==> config.mk <==
export PLATFORM = sky130hd
export DESIGN_NAME = char_lcd_nibble_sequencer
export DESIGN_NICKNAME = d
export VERILOG_FILES = /design/src/rtl/lcdseq_pkg.sv /design/src/rtl/lcdseq_cfg.sv /design/src/rtl/lcdseq_ctrl.sv /design/src/rtl/lcdseq_datapath.sv /design/src/rtl/char_lcd_nibble_sequencer.sv
export VERILOG_INCLUDE_DIRS = /design/src /design/src/rtl
export SDC_FILE = /design/constraint.sdc
export NUM_CORES = 1
export LEC_CHECK = 0
export BUFFER_PORTS_ARGS = -buffer_cell sky130_fd_sc_hd__buf_2
export CORE_MARGIN = 3
export CORE_UTILIZATION = 55
export DETAILED_ROUTE_END_ITERATION = 7
export PLACE_DENSITY = 0.8
export REMOVE_ABC_BUFFERS = 1
export SYNTH_ARGS = -nofsm -noshare
export SYNTH_HDL_FRONTEND = slang
export SYNTH_HIERARCHICAL = 1
export SYNTH_SLANG_ARGS = --single-unit
==> constraint.sdc <==
create_clock -name clk -period 2.9 [get_ports clk]
set_input_delay 0.58 -clock clk [delete_from_list [all_inputs] [get_ports clk]]
set_output_delay 0.58 -clock clk [all_outputs]
set_load 0.005 [all_outputs]
==> src/rtl/char_lcd_nibble_sequencer_macros.svh <==
// ---------------------------------------------------------------------------
// Assertion macros for the character LCD nibble sequencer
// Both macros sample on the rising edge of clk and are held off during reset.
// ---------------------------------------------------------------------------
`ifndef CHAR_LCD_NIBBLE_SEQUENCER_MACROS_SVH
`define CHAR_LCD_NIBBLE_SEQUENCER_MACROS_SVH

// Same-cycle implication
`define LCDSEQ_ASSERT_NOW(label, ante, cons, msg) \
  label: assert property (@(posedge clk) disable iff (!rst_n) (ante) |-> (cons)) \
    else $error(msg);

// Next-cycle implication
`define LCDSEQ_ASSERT_NEXT(label, ante, cons, msg) \
  label: assert property (@(posedge clk) disable iff (!rst_n) (ante) |=> (cons)) \
    else $error(msg);

`endif

==> src/rtl/lcdseq_pkg.sv <==
// ---------------------------------------------------------------------------
// lcdseq_pkg
// Types, constants and the microcode program of the LCD nibble sequencer.
// ---------------------------------------------------------------------------
package lcdseq_pkg;

  // Default display width in columns
  localparam int unsigned COLUMNS_DEF = 16;

  // Request kinds
  typedef enum logic [1:0] {
    KIND_INIT   = 2'd0,
    KIND_CMD    = 2'd1,
    KIND_CHAR   = 2'd2,
    KIND_CURSOR = 2'd3
  } kind_t;

  // Register indexes on the configuration port
  localparam int unsigned     REG_IDX_W      = 3;
  localparam logic [2:0]      REG_BUS_WIDTH_8 = 3'd0;
  localparam logic [2:0]      REG_TWO_LINES   = 3'd1;
  localparam logic [2:0]      REG_LARGE_FONT  = 3'd2;
  localparam logic [2:0]      REG_SHORT_HOLD  = 3'd3;
  localparam logic [2:0]      REG_LONG_HOLD   = 3'd4;

  localparam int unsigned HOLD_W       = 24;
  localparam logic [23:0] SHORT_HOLD_RST = 24'd50000;
  localparam logic [23:0] LONG_HOLD_RST  = 24'd500000;
  localparam logic [23:0] CLEAR_SETTLE   = 24'd10;

  // Cursor bases
  localparam logic [7:0] ROW1_BASE = 8'h80;
  localparam logic [7:0] ROW2_BASE = 8'hC0;

  // Configuration seen by the datapath
  typedef struct packed {
    logic              bus_width_8;
    logic              two_lines;
    logic              large_font;
    logic [23:0]       short_hold;
    logic [23:0]       long_hold;
  } cfg_t;

  // Nibble source
  typedef enum logic [1:0] {
    NS_IMM = 2'd0,
    NS_HI  = 2'd1,
    NS_LO  = 2'd2
  } nsel_t;

  // Byte source
  typedef enum logic [1:0] {
    BS_IMM  = 2'd0,
    BS_REQ  = 2'd1,
    BS_FSET = 2'd2
  } bsel_t;

  // Hold source
  typedef enum logic [1:0] {
    HS_SHORT  = 2'd0,
    HS_LONG   = 2'd1,
    HS_SETTLE = 2'd2
  } hsel_t;

  // One control word per phase
  typedef struct packed {
    logic       en;
    nsel_t      nsel;
    bsel_t      bsel;
    logic [7:0] imm;
    hsel_t      hsel;
    logic       last;
  } ucode_t;

  // Sequencer to datapath control
  typedef struct packed {
    logic   accept;
    logic   step;
    ucode_t word;
  } seq_ctl_t;

  // Program layout
  localparam int unsigned PC_W     = 6;
  localparam logic [5:0]  PC_INIT  = 6'd0;
  localparam logic [5:0]  PC_BYTE  = 6'd29;
  localparam logic [5:0]  PROG_LEN = 6'd33;

  function automatic ucode_t mk(input logic en, input nsel_t nsel, input bsel_t bsel,
                                input logic [7:0] imm, input hsel_t hsel,
                                input logic last);
    ucode_t w;
    w.en   = en;
    w.nsel = nsel;
    w.bsel = bsel;
    w.imm  = imm;
    w.hsel = hsel;
    w.last = last;
    return w;
  endfunction

  // Microcode program: init from PC_INIT, single byte from PC_BYTE
  function automatic ucode_t ucode_rom(input logic [5:0] pc);
    ucode_t w;
    case (pc)
      // power-up wait
      6'd0:  w = mk(1'b0, NS_IMM, BS_IMM, 8'h00, HS_SHORT, 1'b0);
      // wake-up nibbles 3, 3, 3 then 2
      6'd1:  w = mk(1'b1, NS_IMM, BS_IMM, 8'h03, HS_SHORT, 1'b0);
      6'd2:  w = mk(1'b0, NS_IMM, BS_IMM, 8'h03, HS_SHORT, 1'b0);
      6'd3:  w = mk(1'b1, NS_IMM, BS_IMM, 8'h03, HS_SHORT, 1'b0);
      6'd4:  w = mk(1'b0, NS_IMM, BS_IMM, 8'h03, HS_SHORT, 1'b0);
      6'd5:  w = mk(1'b1, NS_IMM, BS_IMM, 8'h03, HS_SHORT, 1'b0);
      6'd6:  w = mk(1'b0, NS_IMM, BS_IMM, 8'h03, HS_SHORT, 1'b0);
      6'd7:  w = mk(1'b1, NS_IMM, BS_IMM, 8'h02, HS_LONG,  1'b0);
      6'd8:  w = mk(1'b0, NS_IMM, BS_IMM, 8'h02, HS_SHORT, 1'b0);
      // display on, cursor off
      6'd9:  w = mk(1'b1, NS_HI, BS_IMM, 8'h0C, HS_SHORT, 1'b0);
      6'd10: w = mk(1'b0, NS_HI, BS_IMM, 8'h0C, HS_SHORT, 1'b0);
      6'd11: w = mk(1'b1, NS_LO, BS_IMM, 8'h0C, HS_SHORT, 1'b0);
      6'd12: w = mk(1'b0, NS_LO, BS_IMM, 8'h0C, HS_SHORT, 1'b0);
      // entry mode
      6'd13: w = mk(1'b1, NS_HI, BS_IMM, 8'h04, HS_SHORT, 1'b0);
      6'd14: w = mk(1'b0, NS_HI, BS_IMM, 8'h04, HS_SHORT, 1'b0);
      6'd15: w = mk(1'b1, NS_LO, BS_IMM, 8'h04, HS_SHORT, 1'b0);
      6'd16: w = mk(1'b0, NS_LO, BS_IMM, 8'h04, HS_SHORT, 1'b0);
      // cursor shift
      6'd17: w = mk(1'b1, NS_HI, BS_IMM, 8'h10, HS_SHORT, 1'b0);
      6'd18: w = mk(1'b0, NS_HI, BS_IMM, 8'h10, HS_SHORT, 1'b0);
      6'd19: w = mk(1'b1, NS_LO, BS_IMM, 8'h10, HS_SHORT, 1'b0);
      6'd20: w = mk(1'b0, NS_LO, BS_IMM, 8'h10, HS_SHORT, 1'b0);
      // clear display, with settle time on the tail
      6'd21: w = mk(1'b1, NS_HI, BS_IMM, 8'h01, HS_SHORT,  1'b0);
      6'd22: w = mk(1'b0, NS_HI, BS_IMM, 8'h01, HS_SHORT,  1'b0);
      6'd23: w = mk(1'b1, NS_LO, BS_IMM, 8'h01, HS_SHORT,  1'b0);
      6'd24: w = mk(1'b0, NS_LO, BS_IMM, 8'h01, HS_SETTLE, 1'b0);
      // function set from configuration
      6'd25: w = mk(1'b1, NS_HI, BS_FSET, 8'h00, HS_SHORT, 1'b0);
      6'd26: w = mk(1'b0, NS_HI, BS_FSET, 8'h00, HS_SHORT, 1'b0);
      6'd27: w = mk(1'b1, NS_LO, BS_FSET, 8'h00, HS_SHORT, 1'b0);
      6'd28: w = mk(1'b0, NS_LO, BS_FSET, 8'h00, HS_SHORT, 1'b1);
      // single request byte
      6'd29: w = mk(1'b1, NS_HI, BS_REQ, 8'h00, HS_SHORT, 1'b0);
      6'd30: w = mk(1'b0, NS_HI, BS_REQ, 8'h00, HS_SHORT, 1'b0);
      6'd31: w = mk(1'b1, NS_LO, BS_REQ, 8'h00, HS_SHORT, 1'b0);
      6'd32: w = mk(1'b0, NS_LO, BS_REQ, 8'h00, HS_SHORT, 1'b1);
      default: w = mk(1'b0, NS_IMM, BS_IMM, 8'h00, HS_SHORT, 1'b1);
    endcase
    return w;
  endfunction

  // Column offset table: entry c is (c - 1) wrapped into 0 .. cols-1
  function automatic logic [127:0][7:0] off_table(input int unsigned cols);
    logic [127:0][7:0] t;
    logic [7:0]        off;
    logic [7:0]        top;
    top = 8'(cols - 1);
    off = top;
    for (int i = 0; i < 128; i++) begin
      t[i] = off;
      if (off == top) begin
        off = 8'd0;
      end else begin
        off = off + 8'd1;
      end
    end
    return t;
  endfunction

endpackage

==> src/rtl/lcdseq_cfg.sv <==
// ---------------------------------------------------------------------------
// lcdseq_cfg
// APB register bank holding the function-set bits and the hold times.
// ---------------------------------------------------------------------------
module lcdseq_cfg (
  input  logic              clk,
  input  logic              rst_n,
  input  logic              cfg_psel,
  input  logic              cfg_penable,
  input  logic              cfg_pwrite,
  input  logic [4:0]        cfg_paddr,
  input  logic [31:0]       cfg_pwdata,
  output logic [31:0]       cfg_prdata,
  output logic              cfg_pready,
  output lcdseq_pkg::cfg_t  cfg
);
  import lcdseq_pkg::*;

  logic        bus_width_8_r;
  logic        two_lines_r;
  logic        large_font_r;
  logic [23:0] short_hold_r;
  logic [23:0] long_hold_r;
  logic [2:0]  idx;
  logic        wr;

  assign idx        = cfg_paddr[4:2];
  assign cfg_pready = 1'b1;
  assign wr         = cfg_psel & cfg_penable & cfg_pwrite;

  // Register writes on the access cycle
  always_ff @(posedge clk) begin
    if (!rst_n) begin
      bus_width_8_r <= 1'b0;
      two_lines_r   <= 1'b1;
      large_font_r  <= 1'b0;
      short_hold_r  <= SHORT_HOLD_RST;
      long_hold_r   <= LONG_HOLD_RST;
    end else if (wr) begin
      case (idx)
        REG_BUS_WIDTH_8: bus_width_8_r <= cfg_pwdata[0];
        REG_TWO_LINES:   two_lines_r   <= cfg_pwdata[0];
        REG_LARGE_FONT:  large_font_r  <= cfg_pwdata[0];
        REG_SHORT_HOLD:  short_hold_r  <= cfg_pwdata[23:0];
        REG_LONG_HOLD:   long_hold_r   <= cfg_pwdata[23:0];
        default: ;
      endcase
    end
  end

  // Read back
  always_comb begin
    case (idx)
      REG_BUS_WIDTH_8: cfg_prdata = {31'd0, bus_width_8_r};
      REG_TWO_LINES:   cfg_prdata = {31'd0, two_lines_r};
      REG_LARGE_FONT:  cfg_prdata = {31'd0, large_font_r};
      REG_SHORT_HOLD:  cfg_prdata = {8'd0, short_hold_r};
      REG_LONG_HOLD:   cfg_prdata = {8'd0, long_hold_r};
      default:         cfg_prdata = 32'd0;
    endcase
  end

  assign cfg.bus_width_8 = bus_width_8_r;
  assign cfg.two_lines   = two_lines_r;
  assign cfg.large_font  = large_font_r;
  assign cfg.short_hold  = short_hold_r;
  assign cfg.long_hold   = long_hold_r;

endmodule

==> src/rtl/lcdseq_ctrl.sv <==
// ---------------------------------------------------------------------------
// lcdseq_ctrl
// Step counter and microcode fetch; dispatches on the request kind.
// ---------------------------------------------------------------------------
`include "char_lcd_nibble_sequencer_macros.svh"

module lcdseq_ctrl (
  input  logic                  clk,
  input  logic                  rst_n,
  input  logic                  in_tvalid,
  input  logic [1:0]            in_tuser,   // [1:0] kind
  output logic                  in_tready,
  input  logic                  room,
  output lcdseq_pkg::seq_ctl_t  ctl
);
  import lcdseq_pkg::*;

  logic [PC_W-1:0] pc_r, pc_nxt;
  logic            busy_r, busy_nxt;
  ucode_t          word;

  assign in_tready  = ~busy_r;
  assign word       = ucode_rom(pc_r);
  assign ctl.accept = in_tvalid & ~busy_r;
  assign ctl.step   = busy_r & room;
  assign ctl.word   = word;

  // Dispatch on accept, advance one step per output transfer
  always_comb begin
    pc_nxt   = pc_r;
    busy_nxt = busy_r;
    if (ctl.accept) begin
      busy_nxt = 1'b1;
      pc_nxt   = (kind_t'(in_tuser) == KIND_INIT) ? PC_INIT : PC_BYTE;
    end else if (ctl.step) begin
      if (word.last) begin
        busy_nxt = 1'b0;
      end else begin
        pc_nxt = pc_r + 1'b1;
      end
    end
  end

  always_ff @(posedge clk) begin
    if (!rst_n) begin
      pc_r   <= PC_INIT;
      busy_r <= 1'b0;
    end else begin
      pc_r   <= pc_nxt;
      busy_r <= busy_nxt;
    end
  end

  `LCDSEQ_ASSERT_NEXT(a_accept_busy, ctl.accept, busy_r, "accepted request did not start")
  `LCDSEQ_ASSERT_NEXT(a_last_done, ctl.step && word.last, !busy_r, "program ran past last")
  `LCDSEQ_ASSERT_NOW(a_pc_range, busy_r, pc_r < PROG_LEN, "step counter out of program")
  `LCDSEQ_ASSERT_NEXT(a_pc_hold, busy_r && !ctl.step, $stable(pc_r), "step moved while stalled")

endmodule

==> src/rtl/lcdseq_datapath.sv <==
// ---------------------------------------------------------------------------
// lcdseq_datapath
// Request byte latch, nibble and hold selection, and the output register.
// ---------------------------------------------------------------------------
module lcdseq_datapath #(
  parameter int unsigned COLUMNS = lcdseq_pkg::COLUMNS_DEF
) (
  input  logic                  clk,
  input  logic                  rst_n,
  input  lcdseq_pkg::cfg_t      cfg,
  input  lcdseq_pkg::seq_ctl_t  ctl,
  input  logic [23:0]           in_tdata,   // [7:0] value, [9:8] row, [16:10] column
  input  logic [1:0]            in_tuser,   // [1:0] kind
  output logic                  room,
  output logic                  out_tvalid,
  input  logic                  out_tready,
  output logic [31:0]           out_tdata,  // [0] enable, [4:1] nibble, [28:5] hold
  output logic                  out_tuser,  // [0] reg_select
  output logic                  out_tlast
);
  import lcdseq_pkg::*;

  localparam logic [127:0][7:0] OFF_TAB = off_table(COLUMNS);

  logic [7:0]  value;
  logic [1:0]  row;
  logic [6:0]  column;
  logic [7:0]  req_byte;
  logic [7:0]  req_byte_r;
  logic        rs_r;
  logic [7:0]  fset;
  logic [7:0]  src_byte;
  logic [3:0]  nib;
  logic [24:0] settle_sum;
  logic [23:0] settle;
  logic [23:0] hold;

  logic        out_valid_r;
  logic        en_r;
  logic [3:0]  nib_r;
  logic [23:0] hold_r;
  logic        rs_out_r;
  logic        last_r;

  assign value  = in_tdata[7:0];
  assign row    = in_tdata[9:8];
  assign column = in_tdata[16:10];

  // Byte for a single-byte request; cursor adds the wrapped column offset
  always_comb begin
    if (kind_t'(in_tuser) == KIND_CURSOR) begin
      req_byte = ((row == 2'd1) ? ROW1_BASE : ROW2_BASE) + OFF_TAB[column];
    end else begin
      req_byte = value;
    end
  end

  always_ff @(posedge clk) begin
    if (ctl.accept) begin
      req_byte_r <= req_byte;
      rs_r       <= (kind_t'(in_tuser) == KIND_CHAR);
    end
  end

  // Byte source and nibble select
  assign fset = {2'b00, 1'b1, cfg.bus_width_8, cfg.two_lines, cfg.large_font, 2'b00};

  always_comb begin
    case (ctl.word.bsel)
      BS_REQ:  src_byte = req_byte_r;
      BS_FSET: src_byte = fset;
      default: src_byte = ctl.word.imm;
    endcase
    case (ctl.word.nsel)
      NS_HI:   nib = src_byte[7:4];
      NS_LO:   nib = src_byte[3:0];
      default: nib = ctl.word.imm[3:0];
    endcase
  end

  // Hold select; clear settle saturates at full scale
  assign settle_sum = {1'b0, cfg.short_hold} + {1'b0, CLEAR_SETTLE};
  assign settle     = settle_sum[24] ? '1 : settle_sum[23:0];

  always_comb begin
    case (ctl.word.hsel)
      HS_LONG:   hold = cfg.long_hold;
      HS_SETTLE: hold = settle;
      default:   hold = cfg.short_hold;
    endcase
  end

  // Output register
  assign room = ~out_valid_r | out_tready;

  always_ff @(posedge clk) begin
    if (!rst_n) begin
      out_valid_r <= 1'b0;
    end else if (ctl.step) begin
      out_valid_r <= 1'b1;
    end else if (out_tready) begin
      out_valid_r <= 1'b0;
    end
  end

  always_ff @(posedge clk) begin
    if (ctl.step) begin
      en_r     <= ctl.word.en;
      nib_r    <= nib;
      hold_r   <= hold;
      rs_out_r <= (ctl.word.bsel == BS_REQ) ? rs_r : 1'b0;
      last_r   <= ctl.word.last;
    end
  end

  assign out_tvalid = out_valid_r;
  assign out_tdata  = {3'b000, hold_r, nib_r, en_r};
  assign out_tuser  = rs_out_r;
  assign out_tlast  = last_r;

endmodule

==> src/rtl/char_lcd_nibble_sequencer.sv <==
// ---------------------------------------------------------------------------
// char_lcd_nibble_sequencer
// Character LCD 4-bit interface controller turning requests into pin phases.
// ---------------------------------------------------------------------------
// Each accepted request becomes a run of pin phases on the output stream:
// an init request gives 29 phases, a command, character or cursor request
// gives 4 (high nibble E-high, E-low, then low nibble). Each phase carries
// E, D4..D7 and a hold count in delay units; RS travels in out_tuser and
// out_tlast marks the final phase. A microcode step counter emits one phase
// per cycle while the output register is free; the request port is ready
// again as soon as the final phase is in the output register. Configuration
// (function-set bits, short and long hold) must be written over the APB port
// only while no request is in flight; the block itself does not enforce it.
// ---------------------------------------------------------------------------
module char_lcd_nibble_sequencer #(
  parameter int unsigned COLUMNS = lcdseq_pkg::COLUMNS_DEF
) (
  input  logic        clk,
  input  logic        rst_n,
  // request stream
  input  logic        in_tvalid,
  output logic        in_tready,
  input  logic [23:0] in_tdata,    // [7:0] value, [9:8] row, [16:10] column
  input  logic [1:0]  in_tuser,    // [1:0] kind
  // phase stream
  output logic        out_tvalid,
  input  logic        out_tready,
  output logic [31:0] out_tdata,   // [0] enable, [4:1] nibble, [28:5] hold
  output logic        out_tuser,   // [0] reg_select
  output logic        out_tlast,
  // configuration
  input  logic        cfg_psel,
  input  logic        cfg_penable,
  input  logic        cfg_pwrite,
  input  logic [4:0]  cfg_paddr,
  input  logic [31:0] cfg_pwdata,
  output logic [31:0] cfg_prdata,
  output logic        cfg_pready
);
  import lcdseq_pkg::*;

  cfg_t     cfg;
  seq_ctl_t ctl;
  logic     room;

  lcdseq_cfg u_cfg (
    .clk         (clk),
    .rst_n       (rst_n),
    .cfg_psel    (cfg_psel),
    .cfg_penable (cfg_penable),
    .cfg_pwrite  (cfg_pwrite),
    .cfg_paddr   (cfg_paddr),
    .cfg_pwdata  (cfg_pwdata),
    .cfg_prdata  (cfg_prdata),
    .cfg_pready  (cfg_pready),
    .cfg         (cfg)
  );

  lcdseq_ctrl u_ctrl (
    .clk       (clk),
    .rst_n     (rst_n),
    .in_tvalid (in_tvalid),
    .in_tuser  (in_tuser),
    .in_tready (in_tready),
    .room      (room),
    .ctl       (ctl)
  );

  lcdseq_datapath #(
    .COLUMNS (COLUMNS)
  ) u_datapath (
    .clk        (clk),
    .rst_n      (rst_n),
    .cfg        (cfg),
    .ctl        (ctl),
    .in_tdata   (in_tdata),
    .in_tuser   (in_tuser),
    .room       (room),
    .out_tvalid (out_tvalid),
    .out_tready (out_tready),
    .out_tdata  (out_tdata),
    .out_tuser  (out_tuser),
    .out_tlast  (out_tlast)
  );

endmodule

==> results.tsv <==
stage	metric	value	unit
outcome	status	finished, final reports clean	
sta	grt_setup_unrepaired	false	
sta	tns	0	ns
cts	clkSlewWorstSetupHoldPaths	0.08	ns
yosys	synth_edf_count	40	
placement	port_buffers	106	
yosys	synth_cell_types	71	
pwr	p_per_area	472.6	nW/um^2
yosys	synth_top_area_share	22.59	%
placement	routabilityCongestion	0.9334	
cts	cts_tree	built	
worst_setup_path	crit_path_end_kind	flop	
worst_setup_path	rrSetupSlack	0.61	ns
floorplan	fp.dieH	113.7	microns
cells_and_area	final_core_util	64.39	%
yosys	synth_ff_type	dfxtp_1	
cts	numCtsBuffers	9	
yosys	netlist_area	6380	sq um
routing	drc	0	
pwr	p_leak	2.931	nW
cts	worstSkewPairLatency	0.36	ns
sta	min_period_over_period	79.94	%
sta	holdWs	0.4086	ns
sta	setup_viol	0	
floorplan	ioPinCount	139	
sta	min_period	2.318	ns
worst_setup_path	path_max_fanout	7	
placement	dp_hpwl	11.35	mm
yosys	yosysTopAreaCell	dfxtp_1	
yosys	async_flop_share	0	%
floorplan	die_x	113.7	microns
yosys	seq_area_frac_synth	41.42	%
cells_and_area	final.fill_count	912	
yosys	synth_area_leaders	dfxtp_1 23%, edfxtp_1 19%, nand2_1 6.5%, mux2i_1 6.3%, a22o_1 3.6%	
cts	cts_hold_buf	0	
cells_and_area	area_delta_synth_final	11.81	%
yosys	synth_cells	697	
sta	slew-limit-headroom	49.29	%
routing	final_antenna_net_count	0	
cts	htree_levels	3	
sta	timing.fmax	0.4314	GHz
worst_setup_path	cp-start-kind	input pin	
global_routing	antenna_found_initial	2	
sta	finalHoldViolCount	0	
floorplan	start_util	57.59	%
sta	fin_worst_skew	0.008064	ns
floorplan	coreArea	11080	sq um
cells_and_area	drive_above_1_share	21.51	%
routing	drtIter0Drc	447	
floorplan	die_area	12930	sq um
yosys	ys_seq_elements	112	
cts	cts-root-buf	clkbuf_16	
cells_and_area	diodes	0	
cells_and_area	mostFrequentLayoutCells	110 x nand2_1, 106 x buf_2, 72 x dfxtp_1	
worst_setup_path	critPathKind	in -> reg	
worst_setup_path	arrival	2.57	ns
yosys	avgSynthCellArea	9.153	sq um
global_routing	grt.overflow.total	0	
yosys	synth_warnings	6	
routing	avgViaCountPerCell	6.026	
cts	cts_resized	0	
routing	first_pass_iters	7	
global_routing	grt_max_degree	75	
routing	wire_per_inst	17.55	microns
cts	cts_buffer_depth	2	
cts	cts_setup_buffers	0	
sta	drv_slew	0	
global_routing	gr-usage-all-layers	25.28	%
routing	via_count	5550	
sta	tightest_slew	0.7597	ns
global_routing	first_global_vias	5228	
global_routing	grt_first_pass_wirelength	26.23	mm
floorplan	num_rows	38	
cts	cts.sinks	112	
min_path	min_path_type	reg -> reg	
cells_and_area	layout_commonest_cell	nand2_1	
routing	finalWirelength	16.16	mm
cells_and_area	fin_nets	859	
pwr	vdd_drop_max	0.3235	mV
pwr	power	0.003371	W
worst_setup_path	required	3.15	ns
job	max_cap_violations	0	
[stage by stage]
step,instance area [sq um],cells,setup slack [ns]
6_report,7133,921,0.5818
5_1_grt,7133,921,0.3874
4_1_cts,7133,921,0.6224
3_5_place_dp,6845,905,0.3078
3_3_place_gp,6845,905,0.3477
2_1_floorplan,6010,645,0.4465
[report_power, final]
group	switching [W]	internal [W]
clock	0.000600	0.000619
sequential	0.0000343	0.00170
combinational	0.000254	0.000168
[flip-flops by register name, indices dropped and copies added (netlist names)]
signal,count
u_datapath/nib_r,4
u_datapath/out_tvalid,1
u_cfg/large_font_r,1
u_ctrl/pc_r,6
u_cfg/two_lines_r,1
u_datapath/req_byte_r,8
u_ctrl/busy_r,1
u_cfg/bus_width_8_r,1
u_datapath/hold_r,24
u_cfg/long_hold_r,24
u_datapath/en_r,1
u_datapath/out_tlast,1
u_cfg/short_hold_r,24
u_datapath/out_tuser,1
u_datapath/rs_r,1
u_ctrl/word,13
[area by class of cell]
class                           instances  area, sq um  area share, %
Tap cell                              140        175.2          2.456
Inverter                               41        158.9          2.228
Sequential cell                       112         2643          37.05
Clock buffer                           10        239.0          3.350
Multi-Input combinational cell        492         3208          44.97
Clock inverter                          6        48.80         0.6841
Timing Repair Buffer                  120        660.6          9.262
[per-layer routing]
| layer | vias up | GRT usage (%) | share of wire, % |
|---|---|---|---|
| met5 | - | 0 | 0.11 |
| met4 | 4 | 6.971 | 1.6 |
| met3 | 27 | 4.934 | 6.9 |
| met2 | 251 | 44.05 | 50 |
| met1 | 2620 | 32.04 | 41 |
| li1 | 2648 | - | - |
[cells in the mapped netlist, types with 8 or more instances]
master     number
a21oi_1        25
a22o_1         26
a22oi_1        10
a2bb2oi_1       8
a31oi_1        13
and2_1         11
and3_1         10
buf_2          10
buf_4          24
clkbuf_1       21
dfxtp_1        72
edfxtp_1       40
ha_1           13
inv_1          39
mux2i_1        40
nand2_1       110
nand3_1        18
nor2_1         20
nor3_1         10
o211ai_1        9
o211ai_2        8
o21ai_0        36
o21ai_1        16
o31ai_1        11
[worst max-delay path, cell delays in order]
cell	delay, ns
buf_2	0.09
nand2b_1	0.19
nand3b_2	0.20
o21a_1	0.19
nand2_1	0.06
o211ai_1	0.21
ha_1	0.36
nand3_1	0.20
nand4b_1	0.31
o31ai_1	0.16
[path summary, 6_finish.rpt]
kind	endpoint	cells after the start	startpoint
max reg2reg	u_ctrl/word[11]	7	u_ctrl/busy_r
max	u_ctrl/word[11]	10	out_tready
min	u_datapath/en_r	0	u_ctrl/word[15]
min reg2reg	u_datapath/en_r	0	u_ctrl/word[15]
[cell families (layout without fill, tap and decap cells)]
kind of cell	count (synthesis)	in the layout	share of synthesized area [%]
AO/OA/AOI/OAI	192	192	21.24
adder cells (fa/ha/maj)	13	13	2.550
multiplexers	42	42	6.687
XOR/XNOR	3	3	0.4119
flip-flops	112	112	41.42
other	4	15	0.2353
buffers and inverters	104	177	8.943
AND/OR/NAND/NOR	227	227	18.51
No activity file was read; power rests on OpenSTA's default activity.
